File: src/sv/assert_macros.svh
// ----------------------------------------------------------------------------
// assert_macros.svh
// Concurrent assertion helpers for the RTL.
// ----------------------------------------------------------------------------
`ifndef ASSERT_MACROS_SVH
`define ASSERT_MACROS_SVH

// Same-cycle implication, disabled during reset
`define ASSERT_IMP(lbl, clk, rst_n, ante, cons) \
    lbl: assert property (@(posedge clk) disable iff (!rst_n) (ante) |-> (cons)) \
        else $error("assertion failed");

// Next-cycle implication, disabled during reset
`define ASSERT_NXT(lbl, clk, rst_n, ante, cons) \
    lbl: assert property (@(posedge clk) disable iff (!rst_n) (ante) |=> (cons)) \
        else $error("assertion failed");

`endif

File: src/sv/bpa_pkg.sv
// ----------------------------------------------------------------------------
// bpa_pkg
// Shared constants, command codes, types and popcount for the page allocator.
// ----------------------------------------------------------------------------
package bpa_pkg;

    localparam int PAGE_UNITS = 1024;
    localparam int WORD_BITS  = 32;
    localparam int NWORDS     = PAGE_UNITS / WORD_BITS;
    localparam int UNIT_W     = $clog2(PAGE_UNITS);
    localparam int WADDR_W    = $clog2(NWORDS);
    localparam int BIT_W      = $clog2(WORD_BITS);
    localparam int CNT_W      = UNIT_W + 1;

    // Command codes
    localparam logic [2:0] CMD_ALLOC = 3'd0;
    localparam logic [2:0] CMD_MARK  = 3'd1;
    localparam logic [2:0] CMD_TEST  = 3'd2;
    localparam logic [2:0] CMD_BEGIN = 3'd3;
    localparam logic [2:0] CMD_END   = 3'd4;
    localparam logic [2:0] CMD_READ  = 3'd5;

    // Result of scanning one bitmap word for a free run
    typedef struct packed {
        logic             hit;
        logic [BIT_W-1:0] pos;
        logic [CNT_W-1:0] carry;
    } t_scan_res;

    // SWAR popcount of one word
    function automatic logic [5:0] pop32(input logic [31:0] w);
        logic [31:0] b;
        begin
            b = w - ((w >> 1) & 32'h55555555);
            b = (b & 32'h33333333) + ((b >> 2) & 32'h33333333);
            b = (b + (b >> 4)) & 32'h0f0f0f0f;
            b = b * 32'h01010101;
            return b[29:24];
        end
    endfunction

endpackage

File: src/sv/bpa_ram.sv
// ----------------------------------------------------------------------------
// bpa_ram
// Generic single-write, single-read RAM with registered read data.
// ----------------------------------------------------------------------------
module bpa_ram #(
    parameter int WIDTH = 32,
    parameter int DEPTH = 32
) (
    input  logic                     i_clk,
    input  logic                     i_we,
    input  logic [$clog2(DEPTH)-1:0] i_waddr,
    input  logic [WIDTH-1:0]         i_wdata,
    input  logic [$clog2(DEPTH)-1:0] i_raddr,
    output logic [WIDTH-1:0]         o_rdata
);

    logic [WIDTH-1:0] r_mem [DEPTH];

    // Write port and registered read
    always_ff @(posedge i_clk) begin
        if (i_we) begin
            r_mem[i_waddr] <= i_wdata;
        end
        o_rdata <= r_mem[i_raddr];
    end

endmodule

File: src/sv/bpa_scan.sv
// ----------------------------------------------------------------------------
// bpa_scan
// Finds the first bit of a word at which a free run reaches the needed length.
// ----------------------------------------------------------------------------
module bpa_scan
    import bpa_pkg::*;
(
    input  logic [WORD_BITS-1:0] i_word,
    input  logic [BIT_W-1:0]     i_start_off,
    input  logic                 i_excl_top,
    input  logic [CNT_W-1:0]     i_carry,
    input  logic [CNT_W-1:0]     i_need,
    output t_scan_res            o_res
);

    logic [WORD_BITS-1:0] blk;
    logic [CNT_W-1:0]     run;
    logic                 seen;
    logic [BIT_W-1:0]     lastset;

    // Per bit: clear run length ending there, first hit wins
    always_comb begin
        blk = i_word | ((WORD_BITS'(1) << i_start_off) - WORD_BITS'(1));
        if (i_excl_top) begin
            blk[WORD_BITS-1] = 1'b1;
        end
        o_res   = '0;
        run     = '0;
        seen    = 1'b0;
        lastset = '0;
        for (int j = 0; j < WORD_BITS; j++) begin
            seen    = 1'b0;
            lastset = '0;
            for (int k = 0; k < WORD_BITS; k++) begin
                if (k <= j && blk[k]) begin
                    seen    = 1'b1;
                    lastset = BIT_W'(k);
                end
            end
            if (seen) begin
                run = CNT_W'(j) - {{(CNT_W-BIT_W){1'b0}}, lastset};
            end else begin
                run = i_carry + CNT_W'(j + 1);
            end
            if (!blk[j] && run >= i_need && !o_res.hit) begin
                o_res.hit = 1'b1;
                o_res.pos = BIT_W'(j);
            end
        end
        o_res.carry = run;
    end

endmodule

File: src/sv/bitmap_page_allocator_unit.sv
// ----------------------------------------------------------------------------
// bitmap_page_allocator_unit: one item at a time; an unknown command or an empty range
// goes straight to the result; alloc scans one word/cycle from the cursor, then marks one
// word/cycle. begin/end_cycle sweep all 32 words; mark/test walk the words of the
// range. Next transaction is taken the cycle after the result is registered.
// Sync active-low reset: bitmaps read as zero, cursor 0, threshold 768.
// ----------------------------------------------------------------------------
`include "assert_macros.svh"

module bitmap_page_allocator_unit
    import bpa_pkg::*;
(
    input  logic        i_clk,
    input  logic        i_rst_n,
    input  logic        i_cfg_we,
    input  logic [10:0] i_cfg_wdata,
    input  logic        s_axis_tvalid,
    output logic        s_axis_tready,
    // cmd[2:0], unit_index[12:3], run_length[22:13], word_index[27:23]
    input  logic [31:0] s_axis_tdata,
    output logic        m_axis_tvalid,
    input  logic        m_axis_tready,
    // ok[0], header_index[10:1], any_marked[11], inuse_count[22:12],
    // grow_request[23], dead_word[55:24]
    output logic [63:0] m_axis_tdata
);

    localparam logic [3:0] ST_IDLE  = 4'd0;
    localparam logic [3:0] ST_SCAN  = 4'd1;
    localparam logic [3:0] ST_AMARK = 4'd2;
    localparam logic [3:0] ST_RANGE = 4'd3;
    localparam logic [3:0] ST_COPY  = 4'd4;
    localparam logic [3:0] ST_SWEEP = 4'd5;
    localparam logic [3:0] ST_READ  = 4'd6;
    localparam logic [3:0] ST_DONE  = 4'd7;

    logic [3:0]           r_state;
    logic [2:0]           r_cmd;
    logic [UNIT_W-1:0]    r_lo, r_hi, r_cursor;
    logic [CNT_W-1:0]     r_need, r_carry, r_thr, r_total;
    logic [WADDR_W-1:0]   r_addr, r_last, r_rd_addr;
    logic                 r_issue, r_rd_vld, r_first;
    logic [NWORDS-1:0]    r_mark_vld, r_shad_vld;
    logic                 r_mvq, r_svq;
    logic                 r_ok, r_anym, r_grow;
    logic [UNIT_W-1:0]    r_hdr;
    logic [CNT_W-1:0]     r_cnt;
    logic [WORD_BITS-1:0] r_dead;
    logic                 r_o_vld;
    logic [63:0]          r_o_data;

    logic [WORD_BITS-1:0] mark_rdata, shad_rdata, mark_eff, shad_eff;
    logic [WORD_BITS-1:0] rmask, mark_wdata, shad_wdata;
    logic                 mark_we, shad_we;
    logic [BIT_W-1:0]     lo_off, hi_off;
    logic [CNT_W-1:0]     sum_end, pop_sum;
    logic [UNIT_W-1:0]    hit_i, hit_p;
    t_scan_res            scan;

    logic [2:0]        in_cmd;
    logic [UNIT_W-1:0] in_uidx, in_len;
    logic [4:0]        in_widx;
    logic              in_acc;

    assign in_cmd  = s_axis_tdata[2:0];
    assign in_uidx = s_axis_tdata[12:3];
    assign in_len  = s_axis_tdata[22:13];
    assign in_widx = s_axis_tdata[27:23];
    assign s_axis_tready = (r_state == ST_IDLE);
    assign in_acc  = s_axis_tvalid && s_axis_tready;
    assign m_axis_tvalid = r_o_vld;
    assign m_axis_tdata  = r_o_data;

    // Memories
    bpa_ram #(.WIDTH(WORD_BITS), .DEPTH(NWORDS)) u_mark_ram (
        .i_clk(i_clk), .i_we(mark_we), .i_waddr(r_rd_addr), .i_wdata(mark_wdata),
        .i_raddr(r_addr), .o_rdata(mark_rdata)
    );

    bpa_ram #(.WIDTH(WORD_BITS), .DEPTH(NWORDS)) u_shad_ram (
        .i_clk(i_clk), .i_we(shad_we), .i_waddr(r_rd_addr), .i_wdata(shad_wdata),
        .i_raddr(r_addr), .o_rdata(shad_rdata)
    );

    // Free-run search over the word just read
    bpa_scan u_scan (
        .i_word(mark_eff),
        .i_start_off(r_first ? r_cursor[BIT_W-1:0] : '0),
        .i_excl_top(r_rd_addr == WADDR_W'(NWORDS - 1)),
        .i_carry(r_carry),
        .i_need(r_need),
        .o_res(scan)
    );

    // Read data, range mask, write data
    always_comb begin
        mark_eff = r_mvq ? mark_rdata : '0;
        shad_eff = r_svq ? shad_rdata : '0;
        lo_off = (r_rd_addr == r_lo[UNIT_W-1:BIT_W]) ? r_lo[BIT_W-1:0] : '0;
        hi_off = (r_rd_addr == r_hi[UNIT_W-1:BIT_W]) ? r_hi[BIT_W-1:0] : '1;
        rmask = ({WORD_BITS{1'b1}} << lo_off) & ({WORD_BITS{1'b1}} >> (~hi_off));
        mark_we = r_rd_vld &&
                  (r_state == ST_AMARK || (r_state == ST_RANGE && r_cmd == CMD_MARK));
        mark_wdata = mark_eff | rmask;
        shad_we = r_rd_vld && (r_state == ST_COPY || r_state == ST_SWEEP);
        shad_wdata = (r_state == ST_COPY) ? mark_eff : (shad_eff & ~mark_eff);
        pop_sum = r_total + {{(CNT_W-6){1'b0}}, pop32(mark_eff)};
        hit_i = {r_rd_addr, scan.pos};
        hit_p = UNIT_W'({1'b0, hit_i} + CNT_W'(1) - r_need);
        sum_end = {1'b0, in_uidx} + {1'b0, in_len};
        if (sum_end > CNT_W'(PAGE_UNITS)) begin
            sum_end = CNT_W'(PAGE_UNITS);
        end
    end

    // Control
    always_ff @(posedge i_clk) begin
        if (!i_rst_n) begin
            r_state    <= ST_IDLE;
            r_issue    <= 1'b0;
            r_rd_vld   <= 1'b0;
            r_mark_vld <= '0;
            r_shad_vld <= '0;
            r_cursor   <= '0;
            r_thr      <= CNT_W'(768);
            r_o_vld    <= 1'b0;
        end else begin
            if (i_cfg_we) begin
                r_thr <= i_cfg_wdata;
            end
            // word walk: one read issued per cycle
            r_mvq <= r_mark_vld[r_addr];
            r_svq <= r_shad_vld[r_addr];
            if (r_issue) begin
                r_rd_vld  <= 1'b1;
                r_rd_addr <= r_addr;
                if (r_addr == r_last) begin
                    r_issue <= 1'b0;
                end else begin
                    r_addr <= r_addr + 1'b1;
                end
            end else begin
                r_rd_vld <= 1'b0;
            end
            if (mark_we) begin
                r_mark_vld[r_rd_addr] <= 1'b1;
            end
            if (shad_we) begin
                r_shad_vld[r_rd_addr] <= 1'b1;
            end
            if (m_axis_tvalid && m_axis_tready) begin
                r_o_vld <= 1'b0;
            end

            unique case (r_state)
                ST_IDLE: begin
                    if (in_acc) begin
                        r_cmd   <= in_cmd;
                        r_ok    <= 1'b1;
                        r_hdr   <= '0;
                        r_anym  <= 1'b0;
                        r_cnt   <= '0;
                        r_grow  <= 1'b0;
                        r_dead  <= '0;
                        r_total <= '0;
                        r_addr  <= '0;
                        r_last  <= WADDR_W'(NWORDS - 1);
                        r_issue <= 1'b1;
                        case (in_cmd)
                            CMD_ALLOC: begin
                                r_ok    <= 1'b0;
                                r_need  <= {1'b0, in_len} + CNT_W'(1);
                                r_addr  <= r_cursor[UNIT_W-1:BIT_W];
                                r_first <= 1'b1;
                                r_carry <= '0;
                                r_state <= ST_SCAN;
                            end
                            CMD_MARK, CMD_TEST: begin
                                r_lo   <= in_uidx;
                                r_hi   <= UNIT_W'(sum_end - CNT_W'(1));
                                r_addr <= in_uidx[UNIT_W-1:BIT_W];
                                r_last <= WADDR_W'((sum_end - CNT_W'(1)) >> BIT_W);
                                if (in_len == '0) begin
                                    r_issue <= 1'b0;
                                    r_state <= ST_DONE;
                                end else begin
                                    r_state <= ST_RANGE;
                                end
                            end
                            CMD_BEGIN: r_state <= ST_COPY;
                            CMD_END:   r_state <= ST_SWEEP;
                            CMD_READ: begin
                                r_addr  <= in_widx;
                                r_last  <= in_widx;
                                r_state <= ST_READ;
                            end
                            default: begin
                                r_issue <= 1'b0;
                                r_state <= ST_DONE;
                            end
                        endcase
                    end
                end
                ST_SCAN: begin
                    if (r_rd_vld) begin
                        r_first <= 1'b0;
                        r_carry <= scan.carry;
                        if (scan.hit) begin
                            r_ok     <= 1'b1;
                            r_hdr    <= hit_p;
                            r_cursor <= hit_i + 1'b1;
                            r_lo     <= hit_p;
                            r_hi     <= hit_i;
                            r_addr   <= hit_p[UNIT_W-1:BIT_W];
                            r_last   <= r_rd_addr;
                            r_issue  <= 1'b1;
                            r_rd_vld <= 1'b0;
                            r_state  <= ST_AMARK;
                        end else if (r_rd_addr == WADDR_W'(NWORDS - 1)) begin
                            r_state <= ST_DONE;
                        end
                    end
                end
                ST_AMARK: begin
                    if (r_rd_vld && r_rd_addr == r_last) begin
                        r_state <= ST_DONE;
                    end
                end
                ST_RANGE: begin
                    if (r_rd_vld) begin
                        if (r_cmd == CMD_TEST && (mark_eff & rmask) != '0) begin
                            r_anym <= 1'b1;
                        end
                        if (r_rd_addr == r_last) begin
                            r_state <= ST_DONE;
                        end
                    end
                end
                ST_COPY: begin
                    if (r_rd_vld && r_rd_addr == r_last) begin
                        r_mark_vld <= '0;
                        r_cursor   <= '0;
                        r_state    <= ST_DONE;
                    end
                end
                ST_SWEEP: begin
                    if (r_rd_vld) begin
                        r_total <= pop_sum;
                        if (r_rd_addr == r_last) begin
                            r_cnt   <= pop_sum;
                            r_grow  <= (pop_sum >= r_thr);
                            r_state <= ST_DONE;
                        end
                    end
                end
                ST_READ: begin
                    if (r_rd_vld) begin
                        r_dead  <= shad_eff;
                        r_state <= ST_DONE;
                    end
                end
                ST_DONE: begin
                    if (!r_o_vld || m_axis_tready) begin
                        r_o_vld  <= 1'b1;
                        r_o_data <= {8'd0, r_dead, r_grow, r_cnt, r_anym, r_hdr, r_ok};
                        r_state  <= ST_IDLE;
                    end
                end
                default: r_state <= ST_IDLE;
            endcase
        end
    end

    // Checks
    `ASSERT_IMP(a_no_write_idle, i_clk, i_rst_n, r_state == ST_IDLE, !mark_we && !shad_we)
    `ASSERT_NXT(a_busy_after_acc, i_clk, i_rst_n, in_acc, r_state != ST_IDLE)
    `ASSERT_IMP(a_fail_hdr_zero, i_clk, i_rst_n, m_axis_tvalid && !m_axis_tdata[0], m_axis_tdata[10:1] == 10'd0)

endmodule

File: config.mk
export PLATFORM = sky130hd
export DESIGN_NAME = bitmap_page_allocator_unit
export DESIGN_NICKNAME = d
export VERILOG_FILES = /design/src/sv/bpa_pkg.sv /design/src/sv/bpa_ram.sv /design/src/sv/bpa_scan.sv /design/src/sv/bitmap_page_allocator_unit.sv
export VERILOG_INCLUDE_DIRS = /design/src /design/src/sv
export SDC_FILE = /design/constraint.sdc
export NUM_CORES = 2
export LEC_CHECK = 0
export ABC_CLOCK_PERIOD_IN_PS = 8700
export BUFFER_PORTS_ARGS = -buffer_cell sky130_fd_sc_hd__buf_2
export CAP_MARGIN = 20
export CORE_AREA = 2 2 448 450
export DETAILED_ROUTE_END_ITERATION = 6
export DIE_AREA = 0 0 450 452
export PLACE_DENSITY_LB_ADDON = 0.05
export SYNTH_ARGS = -nofsm -noshare
export SYNTH_HDL_FRONTEND = slang
export SYNTH_HIERARCHICAL = 1
export SYNTH_SLANG_ARGS = --single-unit
File: constraint.sdc
create_clock -name i_clk -period 8.7 [get_ports i_clk]
set_input_delay 1.74 -clock i_clk [delete_from_list [all_inputs] [get_ports i_clk]]
set_output_delay 1.74 -clock i_clk [all_outputs]
set_load 0.005 [all_outputs]
==> summary.md <==
| Metric | Value |
|---|---|
| Starting DRT DRC Count | `roughly 9400` |
| Multi-input logic area | `0.0433 mm^2` |
| Slew @ Worst Pin | `1.22 ns` |
| Hold Fails Final Rpt | `0` |
| Commonest non-fill, non-tap cell in the layout | `edfxtp_1` |
| Worst r2r path cells | `41` |
| Commonest non-fill, non-tap cells in the layout | `edfxtp_1, mux2i_1, buf_4, nand2_1, nor2_1` |
| Slowest cell on crit path | `or4_4` |
| Initial antenna violation count | `6` |
| Outcome | `finished, violations left` |
| Critical Path Max Stage Delay | `0.58 ns` |
| CP most frequent cell | `or4_4` |
| Via count | `78400` |
| Crit-path max FO | `5` |
| Largest net degree at the start of global routing | `129` |
| NumNets Final | `approximately 10000` |
| Cells after Synth | `8667` |
| R2R setup slack | `-0.04 ns` |
| Total track usage | `35.5%` |
| Number of synthesized flops with an enable pin | `2234` |
| Clock latency at the later pin of the worst-skew pair | `0.92 ns` |
| Setup TNS | `-0.0435 ns` |
| Total length of routed wires | `369 mm` |
| Critical Path AT | `between 9 and 10 ns` |
| Number of synthesized register bits | `approximately 2400` |
| Rows | `164` |
| Clock skew | `0.0816 ns` |
| WL/cell | `29.9 um` |
| Startpoint types | `flop` |
| Layout cells sized above 1 | `18.2%` |
| Slew margin rel. | `between 15 and 20%` |
| Clock transition at path regs | `0.06 ns` |
| RePlAce Congestion | `1.02` |
| Die area | `slightly above 0.2 mm^2` |
| Min-Delay Path Depth | `0` |
| Final slew viol count | `0` |
| Failing checks | `setup timing` |
| Hold path start | `r_dead[14]$_SDFFCE_PN0P_` |
| Synth cell types | `104` |
| Final Critical Period | `8.74 ns` |
| Non-filler instance count after layout | `around 12000` |
| Root Buffer | `clkbuf_16` |
| Worst EP required | `~9.4 ns` |
| I/O pins | `114` |
| Detail Route Antenna Nets | `0` |
| Pwr dens | `422 mW/mm^2` |
| CTS tree | `built` |
| Placed cell count | `11800` |
| Total clock sinks | `roughly 2400` |
| Fin worst setup slack | `-0.0435 ns` |
| DRC | `0` |
| RSZ-0062 raised after global routing | `yes` |
| Final setup viols | `1` |
| TritonRoute pass-1 iters | `7` |
| Port buffer count | `101` |
| Async S/R FF share, synth | `0%` |
| Fmax | `114 MHz` |
| Reg-to-reg startpoint | `r_first$_DFFE_PP_` |
| Crit Path Class | `flop to flop` |
| Reg-to-Reg End | `r_addr[4]$_DFFE_PP_` |
| Htree depth | `4` |
| Dpl hpwl | `approximately 230 mm` |
| First-pass GRT wire length | `523 mm` |
| GRT Residual Overflow | `0` |
| VDD IR-drop max | `0.00318 V` |
| Yosys warns | `6` |
| Die Height | `452 um` |
| FF/Latch Area | `0.0702 mm^2` |
| CP Capture Type | `flop` |
| Main synth FF type | `edfxtp_1` |
| Starting Density | `57.6%` |
| Worst hold path class | `flop to flop` |
| CTS Buffer Depth | `3` |
| Core Area | `0.199 mm^2` |
| Hold EP | `m_axis_tdata[38]$_DFFE_PP_` |
| Via/cell ratio | `6.36` |
| Fill cells | `14500` |
| Tcrit/Tclk final | `101%` |
| Die X-Extent | `450 um` |
| Synthesized area per cell | `about 13 um^2` |
| Max-Cap Viols | `0` |
| Synth Cell Area | `0.114 mm^2` |
| Num CTS Buffers | `229` |
| Vias in the first global route | `75400` |
| Finished Core Util | `67.0%` |
| Overall power | `56.2 mW` |
| Pleak | `49.6 nW` |
| Sequential share of the synthesized area | `roughly three fifths` |
| Synthesis-to-layout area growth | `16.3%` |
-- how the worst max path moves through the flow --
stage                 startpoint  depth (start not counted)  slack [ns]             endpoint
2_1_floorplan  r_first$_DFFE_PP_                         42        0.02  r_addr[4]$_DFFE_PP_
3_3_place_gp   r_first$_DFFE_PP_                         42       -0.83  r_addr[4]$_DFFE_PP_
3_5_place_dp   r_first$_DFFE_PP_                         39       -0.89  r_addr[4]$_DFFE_PP_
4_1_cts        r_first$_DFFE_PP_                         45       -0.06  r_addr[4]$_DFFE_PP_
5_1_grt        r_first$_DFFE_PP_                         41       -0.41  r_addr[4]$_DFFE_PP_
6_report       r_first$_DFFE_PP_                         41       -0.04  r_addr[4]$_DFFE_PP_
-- synth_stat cells (42+ instances only) --
cell type | number | area, um^2
nor2b_1 | 120 | 751
a21o_1 | 79 | 593
xor2_1 | 120 | 1050
nand4_1 | 72 | 450
edfxtp_1 | 2234 | 67100
dfxtp_1 | 155 | 3100
o21ai_0 | 239 | 1200
a22o_1 | 131 | 1150
nand2_1 | 583 | 2190
nand2b_1 | 50 | 313
a21oi_1 | 482 | 2410
nor2_1 | 597 | 2240
xnor2_1 | 209 | 1830
a31oi_1 | 109 | 682
buf_2 | 73 | 365
o21a_1 | 68 | 510
a22oi_1 | 201 | 1510
nor3_1 | 129 | 646
nand3_1 | 277 | 1390
inv_1 | 167 | 627
buf_4 | 76 | 571
mux2i_1 | 1054 | 10600
and3_1 | 42 | 263
clkbuf_1 | 240 | 901
ha_1 | 529 | 6620
-- flip-flops by register name, summed over array words and instances (netlist names), 3 cells and up --
name / flops
r_mark_vld: 32
r_hdr: 10
r_thr: 11
u_shad_ram/o_rdata: 32
r_cmd: 3
r_total: 11
r_carry: 11
r_cnt: 11
r_rd_addr: 5
u_mark_ram/o_rdata: 32
u_mark_ram/r_mem: 1024
u_shad_ram/r_mem: 1024
r_need: 11
r_state: 3
r_lo: 10
r_dead: 32
m_axis_tdata: 56
r_shad_vld: 32
r_last: 5
r_hi: 10
r_addr: 5
r_cursor: 10
-- critical path: cells and delay by family (launching register included) --
family	cells	cell delay (ns)
multiplexers	1	0.27
AO/OA/AOI/OAI	10	1.47
buffers and inverters	5	0.53
adder cells (fa/ha/maj)	5	1.44
flip-flops	1	0.46
AND/OR/NAND/NOR	19	4.29
XOR/XNOR	1	0.10
-- logic make-up after synthesis --
| family | after synthesis | synth area share, % |
|---|---|---|
| buffers and inverters | 628 | 2.61 |
| AO/OA/AOI/OAI | 1600 | 9.10 |
| other | 1 | 0.00328 |
| flip-flops | 2389 | 61.3 |
| adder cells (fa/ha/maj) | 552 | 6.18 |
| AND/OR/NAND/NOR | 2081 | 8.56 |
| XOR/XNOR | 329 | 2.52 |
| multiplexers | 1087 | 9.74 |
-- cell type report --
class | count | area share, %
Multi-Input combinational cell | 5657 | 32.5
Tap cell | 2656 | 2.50
Inverter | 172 | 0.490
Clock buffer | 307 | 4.66
Clock inverter | 127 | 1.07
Sequential cell | 2389 | 52.7
Antenna cell | 5 | 0.00940
Timing Repair Buffer | 1007 | 6.07
-- layer usage --
metal	GRT usage, %	up-vias	wire, um
met4	16.0	2	19200
met3	5.71	816	32400
met5	0	-	13
met1	48.0	39200	146000
met2	56.9	3919	171000
li1	-	34500	-
-- report_power, final --
group / internal [mW] / switching, mW / leakage (nW)
clock: 5.61 / 4.36 / 3.68
sequential: 13.4 / 0.361 / 21.1
combinational: 14.9 / 17.6 / 24.9
-- repair_timing --
action | CTS | global route
pin swaps | 56 | 136
resized for setup | 106 | 207
endpoints found under the hold margin | 0 | 0
hold buffers | 0 | 0
setup endpoints to repair | 18 | 18
setup buffers | 16 | 42
-- metrics by stage --
step	cell area (um^2)	hold slack [ns]	worst slack [ns]
detailed placement	123000	0.405	-0.885
CTS	131000	0.419	-0.0556
global route	133000	0.427	-0.406
global placement	123000	0.404	-0.825
finish	133000	0.418	-0.0435
floorplan	115000	0.400	0.0165
(Power assumes the default switching activity.)
